===== config.mk =====
export PLATFORM = sky130hd
export DESIGN_NAME = delayed_linear_gain_ramp
export DESIGN_NICKNAME = d
export VERILOG_FILES = /design/src/design/dlgr_pkg.sv /design/src/design/dlgr_mul.sv /design/src/design/dlgr_div.sv /design/src/design/delayed_linear_gain_ramp.sv
export VERILOG_INCLUDE_DIRS = /design/src /design/src/design
export SDC_FILE = /design/constraint.sdc
export NUM_CORES = 2
export LEC_CHECK = 0
export BUFFER_PORTS_ARGS = -buffer_cell sky130_fd_sc_hd__buf_2
export CELL_PAD_IN_SITES_DETAIL_PLACEMENT = 0
export CELL_PAD_IN_SITES_GLOBAL_PLACEMENT = 2
export CORE_MARGIN = 1
export CORE_UTILIZATION = 41
export DETAILED_ROUTE_END_ITERATION = 8
export GPL_ROUTABILITY_DRIVEN = 1
export HOLD_SLACK_MARGIN = 0.15
export PLACE_DENSITY = 0.91
export SKIP_CTS_REPAIR_TIMING = 1
export SLEW_MARGIN = 0
export SYNTH_ARGS = -nofsm -noshare
export SYNTH_HDL_FRONTEND = slang
export SYNTH_SLANG_ARGS = --single-unit

===== constraint.sdc =====
create_clock -name clk_i -period 16.5 [get_ports clk_i]
set_clock_uncertainty 0.2 [all_clocks]
set_input_delay 0 -clock clk_i [delete_from_list [all_inputs] [get_ports clk_i]]
set_output_delay 0 -clock clk_i [all_outputs]
set_load 0.01 [all_outputs]

===== src/design/delayed_linear_gain_ramp_assert.svh =====
// Assertion macros for the delayed linear gain ramp block.
// Included by the top level; no other dependencies.
`ifndef DELAYED_LINEAR_GAIN_RAMP_ASSERT_SVH
`define DELAYED_LINEAR_GAIN_RAMP_ASSERT_SVH
`ifndef SYNTHESIS
`define DLGR_ASSERT_CLK(label, clk, rstn, prop, msg) \
  label: assert property (@(posedge clk) disable iff (!rstn) prop) else $error(msg);
`define DLGR_ASSERT(label, prop, msg) \
  `DLGR_ASSERT_CLK(label, clk_i, rst_ni, prop, msg)
`else
`define DLGR_ASSERT_CLK(label, clk, rstn, prop, msg)
`define DLGR_ASSERT(label, prop, msg)
`endif
`endif


===== src/design/dlgr_pkg.sv =====
// Shared types, constants and saturation helpers for the gain ramp block.
// No dependencies.
package dlgr_pkg;

  localparam int COUNT_BITS = 20;
  localparam int CNT_W      = COUNT_BITS;
  localparam int STEP_SHIFT = 16;
  localparam int STEP_W     = 32;
  localparam int MUL_B_W    = (CNT_W + 1 > 17) ? CNT_W + 1 : 17;
  localparam int PROD_W     = STEP_W + MUL_B_W;
  localparam int DIV_W      = 32;
  localparam int DIV_CNT_W  = $clog2(DIV_W);
  localparam int CFG_IDX_W  = 1;

  localparam logic OP_SAMPLE   = 1'b0;
  localparam logic OP_RETARGET = 1'b1;

  typedef enum logic [CFG_IDX_W-1:0] {
    CFG_MIX_MODE     = 1'b0,
    CFG_DELAYED_STEP = 1'b1
  } cfg_idx_e;

  typedef struct packed {
    logic               op;
    logic               frame_start;
    logic signed [15:0] sample_in;
    logic signed [15:0] mix_in;
    logic signed [15:0] new_gain;
    logic [19:0]        ramp_len;
    logic [19:0]        delay_len;
  } in_t;

  typedef struct packed {
    logic signed [15:0] sample_out;
    logic               ramping;
  } out_t;

  typedef struct packed {
    logic busy;
    logic done;
  } div_stat_t;

  function automatic logic signed [15:0] sat16_s17(input logic signed [16:0] v);
    if (v > 17'sd32767) return 16'sh7fff;
    if (v < -17'sd32768) return 16'sh8000;
    return v[15:0];
  endfunction

  function automatic logic signed [15:0] sat16_prod(input logic signed [PROD_W-1:0] v);
    logic signed [PROD_W-1:0] pmax;
    logic signed [PROD_W-1:0] pmin;
    pmax = PROD_W'(32767);
    pmin = PROD_W'(-32768);
    if (v > pmax) return 16'sh7fff;
    if (v < pmin) return 16'sh8000;
    return v[15:0];
  endfunction

  function automatic logic signed [31:0] sat32_s33(input logic signed [32:0] v);
    if (v > 33'sh0_7fff_ffff) return 32'sh7fff_ffff;
    if (v < -33'sh0_8000_0000) return 32'sh8000_0000;
    return v[31:0];
  endfunction

endpackage


===== src/design/dlgr_mul.sv =====
// Shared signed multiplier with a registered product.
// Depends on dlgr_pkg.
module dlgr_mul (
  input  logic                                clk_i,
  input  logic signed [dlgr_pkg::STEP_W-1:0]  a_i,
  input  logic signed [dlgr_pkg::MUL_B_W-1:0] b_i,
  output logic signed [dlgr_pkg::PROD_W-1:0]  p_o
);
  import dlgr_pkg::*;

  logic signed [PROD_W-1:0] p_d;
  logic signed [PROD_W-1:0] p_q;

  assign p_d = PROD_W'(a_i) * PROD_W'(b_i);

  always_ff @(posedge clk_i) begin
    p_q <= p_d;
  end

  assign p_o = p_q;

endmodule


===== src/design/dlgr_div.sv =====
// Restoring divider, one quotient bit per cycle, unsigned operands.
// Depends on dlgr_pkg.
module dlgr_div (
  input  logic                            clk_i,
  input  logic                            rst_ni,
  input  logic                            start_i,
  input  logic [dlgr_pkg::DIV_W-1:0]      dividend_i,
  input  logic [dlgr_pkg::CNT_W-1:0]      divisor_i,
  output logic [dlgr_pkg::DIV_W-1:0]      quotient_o,
  output dlgr_pkg::div_stat_t             stat_o
);
  import dlgr_pkg::*;

  logic                 busy_q, busy_d;
  logic                 done_q, done_d;
  logic [DIV_CNT_W-1:0] cnt_q, cnt_d;
  logic [CNT_W:0]       rem_q, rem_d;
  logic [DIV_W-1:0]     quo_q, quo_d;
  logic [CNT_W-1:0]     den_q, den_d;
  logic [CNT_W:0]       shifted;
  logic                 fits;

  assign shifted = {rem_q[CNT_W-1:0], quo_q[DIV_W-1]};
  assign fits    = shifted >= {1'b0, den_q};

  always_comb begin
    busy_d = busy_q;
    done_d = 1'b0;
    cnt_d  = cnt_q;
    rem_d  = rem_q;
    quo_d  = quo_q;
    den_d  = den_q;
    if (start_i) begin
      busy_d = 1'b1;
      cnt_d  = DIV_CNT_W'(DIV_W - 1);
      rem_d  = '0;
      quo_d  = dividend_i;
      den_d  = divisor_i;
    end else if (busy_q) begin
      rem_d = fits ? (shifted - {1'b0, den_q}) : shifted;
      quo_d = {quo_q[DIV_W-2:0], fits};
      cnt_d = cnt_q - 1'b1;
      if (cnt_q == '0) begin
        busy_d = 1'b0;
        done_d = 1'b1;
      end
    end
  end

  always_ff @(posedge clk_i or negedge rst_ni) begin
    if (!rst_ni) begin
      busy_q <= 1'b0;
      done_q <= 1'b0;
      cnt_q  <= '0;
    end else begin
      busy_q <= busy_d;
      done_q <= done_d;
      cnt_q  <= cnt_d;
    end
  end

  always_ff @(posedge clk_i) begin
    rem_q <= rem_d;
    quo_q <= quo_d;
    den_q <= den_d;
  end

  assign quotient_o  = quo_q;
  assign stat_o.busy = busy_q;
  assign stat_o.done = done_q;

endmodule


===== src/design/delayed_linear_gain_ramp.sv =====
// Top level of the delayed linear gain ramp: sequencer, gain state, output register.
// Depends on dlgr_pkg, dlgr_mul, dlgr_div and delayed_linear_gain_ramp_assert.svh.

// Q15 gain stage with a delayed linear ramp. One item is worked on at a time and
// in_stall_o is high until the sequencer is back in idle; the output register
// lets the next item in while a result waits. A sample item passes S_GAIN, S_MUL
// and S_OUT, after S_CG and S_CG2 on a frame start, where the current gain is
// rebuilt through one extra pass of the shared multiplier. A retarget that steps
// at once is done in S_IDLE, a delayed step or an unchanged gain passes S_CG and
// S_CG2, and a ramp also waits in S_DIV on the divider (one step bit per cycle).
`include "delayed_linear_gain_ramp_assert.svh"
module delayed_linear_gain_ramp (
  input  logic                          clk_i,
  input  logic                          rst_ni,
  input  logic                          cfg_we_i,
  input  logic [dlgr_pkg::CFG_IDX_W-1:0] cfg_idx_i,
  input  logic                          cfg_data_i,
  input  logic                          in_valid_i,
  output logic                          in_stall_o,
  input  dlgr_pkg::in_t                 in_data_i,
  output logic                          out_valid_o,
  input  logic                          out_stall_i,
  output dlgr_pkg::out_t                out_data_o
);
  import dlgr_pkg::*;

  typedef enum logic [2:0] {
    S_IDLE,
    S_CG,
    S_CG2,
    S_DIV,
    S_GAIN,
    S_MUL,
    S_OUT
  } state_e;

  state_e                    state_q, state_d;
  logic                      mix_mode_q, mix_mode_d;
  logic                      dstep_q, dstep_d;
  logic signed [15:0]        tgt_q, tgt_d;
  logic signed [STEP_W-1:0]  step_q, step_d;
  logic [CNT_W-1:0]          ramp_q, ramp_d;
  logic [CNT_W-1:0]          delay_q, delay_d;
  logic signed [31:0]        rg_q, rg_d;
  in_t                       item_q, item_d;
  logic signed [15:0]        g_q, g_d;
  logic                      neg_q, neg_d;
  logic                      out_valid_q, out_valid_d;
  out_t                      out_q, out_d;

  logic                      accept;
  logic [CNT_W-1:0]          len_in, dly_in, len_it, dly_it;
  logic signed [STEP_W-1:0]  mul_a;
  logic signed [MUL_B_W-1:0] mul_b;
  logic signed [PROD_W-1:0]  prod;
  logic signed [PROD_W-1:0]  cg_sh;
  logic signed [15:0]        diff16, cg, change;
  logic [15:0]               mag;
  logic                      div_start;
  logic [DIV_W-1:0]          quotient;
  div_stat_t                 div_stat;
  logic signed [15:0]        y_fill, y_mix, y;
  logic signed [31:0]        rg_sum;

  assign accept = in_valid_i && !in_stall_o;
  assign len_in = CNT_W'(in_data_i.ramp_len);
  assign dly_in = CNT_W'(in_data_i.delay_len);
  assign len_it = CNT_W'(item_q.ramp_len);
  assign dly_it = CNT_W'(item_q.delay_len);

  // one multiplier: remaining-ramp product, or sample times gain
  // (the sample product is held while the result waits in S_OUT)
  always_comb begin
    if (state_q == S_MUL || state_q == S_OUT) begin
      mul_a = STEP_W'(g_q);
      mul_b = MUL_B_W'($signed(item_q.sample_in));
    end else begin
      mul_a = step_q;
      mul_b = MUL_B_W'($signed({1'b0, ramp_q}));
    end
  end

  dlgr_mul u_mul (
    .clk_i (clk_i),
    .a_i   (mul_a),
    .b_i   (mul_b),
    .p_o   (prod)
  );

  // current gain = target - sat(step * ramp_left >> 16); zero ramp gives target
  assign cg_sh  = prod >>> STEP_SHIFT;
  assign diff16 = sat16_prod(cg_sh);
  assign cg     = sat16_s17(17'(tgt_q) - 17'(diff16));
  assign change = sat16_s17(17'(item_q.new_gain) - 17'(cg));
  assign mag    = change[15] ? (16'd0 - change) : change;

  dlgr_div u_div (
    .clk_i      (clk_i),
    .rst_ni     (rst_ni),
    .start_i    (div_start),
    .dividend_i ({mag, 16'h0000}),
    .divisor_i  (len_it),
    .quotient_o (quotient),
    .stat_o     (div_stat)
  );

  assign y_fill = sat16_prod((prod + PROD_W'(16384)) >>> 15);
  assign y_mix  = sat16_s17(17'(item_q.mix_in) + 17'(sat16_prod(prod >>> 15)));
  assign y      = mix_mode_q ? y_mix : y_fill;
  assign rg_sum = sat32_s33(33'(rg_q) + 33'(step_q));

  assign in_stall_o = (state_q != S_IDLE);

  always_comb begin
    state_d     = state_q;
    mix_mode_d  = mix_mode_q;
    dstep_d     = dstep_q;
    tgt_d       = tgt_q;
    step_d      = step_q;
    ramp_d      = ramp_q;
    delay_d     = delay_q;
    rg_d        = rg_q;
    item_d      = item_q;
    g_d         = g_q;
    neg_d       = neg_q;
    out_valid_d = out_valid_q && out_stall_i;
    out_d       = out_q;
    div_start   = 1'b0;

    if (cfg_we_i) begin
      unique case (cfg_idx_i)
        CFG_MIX_MODE:     mix_mode_d = cfg_data_i;
        CFG_DELAYED_STEP: dstep_d    = cfg_data_i;
        default:          ;
      endcase
    end

    unique case (state_q)
      S_IDLE: begin
        if (accept) begin
          item_d = in_data_i;
          if (in_data_i.op == OP_RETARGET) begin
            if (len_in == '0 && !(dstep_q && dly_in != '0)) begin
              delay_d = '0;
              ramp_d  = '0;
              step_d  = '0;
              tgt_d   = in_data_i.new_gain;
            end else begin
              state_d = S_CG;
            end
          end else begin
            state_d = in_data_i.frame_start ? S_CG : S_GAIN;
          end
        end
      end
      S_CG: state_d = S_CG2;
      S_CG2: begin
        if (item_q.op == OP_SAMPLE) begin
          rg_d    = {cg, 16'h0000};
          state_d = S_GAIN;
        end else begin
          delay_d = dly_it;
          if (len_it == '0) begin
            ramp_d  = CNT_W'(1);
            step_d  = {change, 16'h0000};
            tgt_d   = item_q.new_gain;
            state_d = S_IDLE;
          end else if (change == '0) begin
            ramp_d  = '0;
            step_d  = '0;
            tgt_d   = item_q.new_gain;
            state_d = S_IDLE;
          end else begin
            neg_d     = change[15];
            div_start = 1'b1;
            state_d   = S_DIV;
          end
        end
      end
      S_DIV: begin
        if (div_stat.done) begin
          step_d  = neg_q ? (32'sd0 - $signed(quotient)) : $signed(quotient);
          ramp_d  = len_it;
          tgt_d   = item_q.new_gain;
          state_d = S_IDLE;
        end
      end
      S_GAIN: begin
        if (ramp_q == '0 || step_q == '0) begin
          g_d = tgt_q;
        end else if (delay_q != '0) begin
          g_d     = rg_q[31:16];
          delay_d = delay_q - 1'b1;
        end else begin
          g_d    = rg_q[31:16];
          rg_d   = rg_sum;
          ramp_d = ramp_q - 1'b1;
          if (ramp_q == CNT_W'(1)) begin
            step_d = '0;
          end
        end
        state_d = S_MUL;
      end
      S_MUL: state_d = S_OUT;
      S_OUT: begin
        if (!out_valid_q || !out_stall_i) begin
          out_d.sample_out = y;
          out_d.ramping    = (ramp_q != '0) && (step_q != '0);
          out_valid_d      = 1'b1;
          state_d          = S_IDLE;
        end
      end
      default: state_d = S_IDLE;
    endcase
  end

  always_ff @(posedge clk_i or negedge rst_ni) begin
    if (!rst_ni) begin
      state_q     <= S_IDLE;
      mix_mode_q  <= 1'b0;
      dstep_q     <= 1'b0;
      tgt_q       <= '0;
      step_q      <= '0;
      ramp_q      <= '0;
      delay_q     <= '0;
      rg_q        <= '0;
      item_q      <= '0;
      g_q         <= '0;
      neg_q       <= 1'b0;
      out_valid_q <= 1'b0;
      out_q       <= '0;
    end else begin
      state_q     <= state_d;
      mix_mode_q  <= mix_mode_d;
      dstep_q     <= dstep_d;
      tgt_q       <= tgt_d;
      step_q      <= step_d;
      ramp_q      <= ramp_d;
      delay_q     <= delay_d;
      rg_q        <= rg_d;
      item_q      <= item_d;
      g_q         <= g_d;
      neg_q       <= neg_d;
      out_valid_q <= out_valid_d;
      out_q       <= out_d;
    end
  end

  assign out_valid_o = out_valid_q;
  assign out_data_o  = out_q;

  // a finished ramp never leaves a stale step behind
  `DLGR_ASSERT(a_step_clear, (ramp_q == '0) |-> (step_q == '0), "step set with no ramp left")
  `DLGR_ASSERT(a_div_state, div_stat.busy |-> (state_q == S_DIV), "divider busy outside divide")
  `DLGR_ASSERT(a_out_load, (state_q == S_OUT && state_d == S_IDLE) |=> out_valid_q,
               "result beat lost")

endmodule

==> flow_metrics.tcl <==
set metrics [dict create \
    cp_top_family "compound AO/OA/AOI/OAI gates" \
    hold_class "input port to flip-flop" \
    setup_viol 0 \
    synth_cells 5108 \
    die_h_um 335 \
    slowest_delay_ns 0.77 \
    finalNetCount 6333 \
    critPathCaptureType "flip-flop" \
    synth_area_um2 45400 \
    cts_tree "yes" \
    cap_violations 0 \
    syn_avg_cell_area_um2 8.89 \
    root_buffer "clkbuf_16" \
    p_switching_uw 519 \
    grt_pass1_wl_um 232000 \
    powerDensity_nw_per_um2 40.8 \
    synthTopCellsByCount "841 x nand2_1, 700 x inv_1, 672 x fa_1" \
    p_int_uw 1580 \
    yosysTopAreaCell "fa_1" \
    fillCellCount 10700 \
    drive_gt1_share_pct 8.09 \
    ys_async_sr_fraction_pct 69.8 \
    min_path_cells 6 \
    synth_top_cell_area_share_pct 29.6 \
    multi_input_area_um2 32800 \
    port_buffers 115 \
    critPathMaxFanout 39 \
    synth-edff-count 36 \
    fin_crit_sh_pct 70.8 \
    final-seq-area_um2 8990 \
    start_util_pct 41.5 \
    cp.arrival_ns 12.04 \
    clk_latency_ns 0.67 \
    seqPwrFrac_pct 43.3 \
    cp.depth 38 \
    ant_nets 0 \
    yosysMostFrequentCell "nand2_1" \
    worst_slack_ns 4.81 \
    vias 38000 \
    combPwrFrac_pct 3.6 \
    dp_slack_ns 4.95 \
    p_leak_uw 0.0253 \
    fin_setup_tns_ns 0 \
    synth-warning-count 0 \
    peakVddDrop_uv 72.5 \
    grt_max_degree 159 \
    dieArea_um2 112000 \
    routed_wl_um 153000 \
    slew_headroom_pct 17.1 \
    critPathKind "flip-flop to flip-flop" \
    wire_per_inst_um 22.3 \
    finalHoldViolCount 0 \
    critPathSlowestCell "mux2i_1" \
    fin_crit_ns 11.69 \
    area_growth_pct 13.4 \
    grt_pass1_vias 38000 \
    start_kind "flip-flop" \
    ys_seq_area_share_pct 19.8 \
    ys_types 90 \
    vias_per_cell 5.55 \
    cts_buffer_depth 3 \
    drtIter0Drc 2983 \
    swShare_pct 24.7 \
    worst_ep_required_time_ns 16.86 \
    clk_pin_slew_worst_paths_ns 0.06 \
    rows 121 \
    clockPowerShare_pct 53.1 \
    grt.overflow.total 0 \
    fp.coreArea_um2 109000 \
    cts.htree.levels 2 \
    first_pass_iters 6 \
    r2r_cells 38 \
    die_w_um 335 \
    io_pins 116 \
    fmax_mhz 85.6 \
    hpwl_um 117000 \
    tightest_slew_ns 1.24 \
    grt_usage_pct 27.2 \
    cts_sinks 367 \
    synth_top_flop_cell "dfrtp_1" \
    numCtsBuffers 48 \
    drc 0 \
    antenna_found_initial 9 \
    synthesis.nets 6111 \
    status "finished clean" \
    finalPower_uw 2100 \
    rsz0062_at_grt "no" \
    yosys-top-cells-area "fa_1 30%, dfrtp_1 14%, nand2_1 7.0%" \
    crit_top_cell "a21o_1" \
    cp.buffers_inverters 4 \
    maxSlewViolCount 0 \
    synth-seq-cells 367 \
    place.gp.congestion 0.915 \
]
-- power groups by stage --
stage          registers, uW  clock network, uW  logic [uW]
2_1_floorplan            926                  0        6.89
3_3_place_gp             928                  0        36.8
3_5_place_dp             928                  0        37.1
4_1_cts                  911               1140        37.2
5_1_grt                  910               1170        82.0
6_report                 911               1120        75.5
-- worst register-to-register path: cells and delay by family, from the launching register on --
kind | cells | cell delay [ns]
flops | 1 | 0.54
fa+ha+maj | 4 | 1.23
buf+inv | 4 | 1.26
compound gates | 19 | 5.74
simple gates | 10 | 1.91
mux | 1 | 0.77
-- registers in the layout, indices dropped and copies added, names as in the netlist, 16 cells and up --
signal	cells
u_mul.p_o	39
rg_q	32
delay_q	20
u_div.den_q	20
u_div.quotient_o	32
out_data_o	17
dly_it	20
len_it	20
step_q	32
g_q	16
ramp_q	20
u_div.rem_q	20
tgt_q	16
item_q	49
-- per-layer routing --
layer	vias up	track usage, %	part of all wire [%]
li1	17200	-	-
met1	19200	36.7	42
met2	1276	43.9	47
met3	290	4.42	6.8
met4	4	10.0	4.2
met5	-	0	0.014
-- through the flow --
stage          utilization, %  cells  hold slack, ns  cell area [um^2]
2_1_floorplan               -   5108          -0.496             45400
3_3_place_gp             43.5   6521         -0.0842             47500
3_5_place_dp             43.5   6521         -0.0777             47500
4_1_cts                  45.0   6606          -0.789             49100
5_1_grt                  47.1   6842           0.250             51500
6_report                 47.1   6843           0.246             51500
-- cell usage in the layout, fill, tap and decap left out, drive strengths merged, types with 27 or more instances in the layout --
cell type	instances
nor2b	29
a211oi	34
clkbuf	58
o22ai	40
nand2	841
nand3	63
or3	29
dfrtp	256
o21ai	205
nor2	396
buf	194
a21o	64
and3	27
o211ai	29
o31ai	38
edfxtp	36
inv	705
ha	234
nor4	55
fa	672
xor2	69
nor3	64
xnor2	116
mux2	106
a21oi	237
dlygate4sd3	234
dfxtp	75
mux2i	79
-- kinds of logic (layout without fill, tap and decap cells) --
| group | Yosys count | count (layout) | synth area share (%) |
|---|---|---|---|
| adders and majority gates | 916 | 916 | 36.3 |
| buffers and inverters | 958 | 1215 | 8.06 |
| AOI/OAI and AO/OA | 878 | 878 | 12.6 |
| muxes | 185 | 185 | 4.37 |
| DFF | 367 | 367 | 19.8 |
| xor gates and xnor gates | 185 | 185 | 3.58 |
| and+or+nand+nor | 1619 | 1619 | 15.3 |
| other | 0 | 2 | 0 |
-- path summary, 6_finish.rpt --
path	slack [ns]	endpoint	startpoint
worst max-delay path	4.81	u_div.rem_q[13]	u_mul.p_o[32]
worst min-delay path	0.25	out_data_o[0]	out_stall_i
worst max register to register	4.81	u_div.rem_q[13]	u_mul.p_o[32]
worst min register to register	0.27	u_div.rem_q[19]	u_div.rem_q[19]
max in group asynchronous	14.85	item_q[58]	rst_ni
min in group asynchronous	0.34	item_q[52]	rst_ni
-- area by class of cell --
type                       instances  share of cell area [%]
antenna                            2                 0.00972
clock buffer                      58                    2.52
clock inverter                    27                   0.658
inverter                         702                    5.12
multi-input combinational       3783                    63.8
sequential                       367                    17.5
tap                             1476                    3.59
timing repair buffer             428                    6.90
Power figures use the tool's default switching activity.
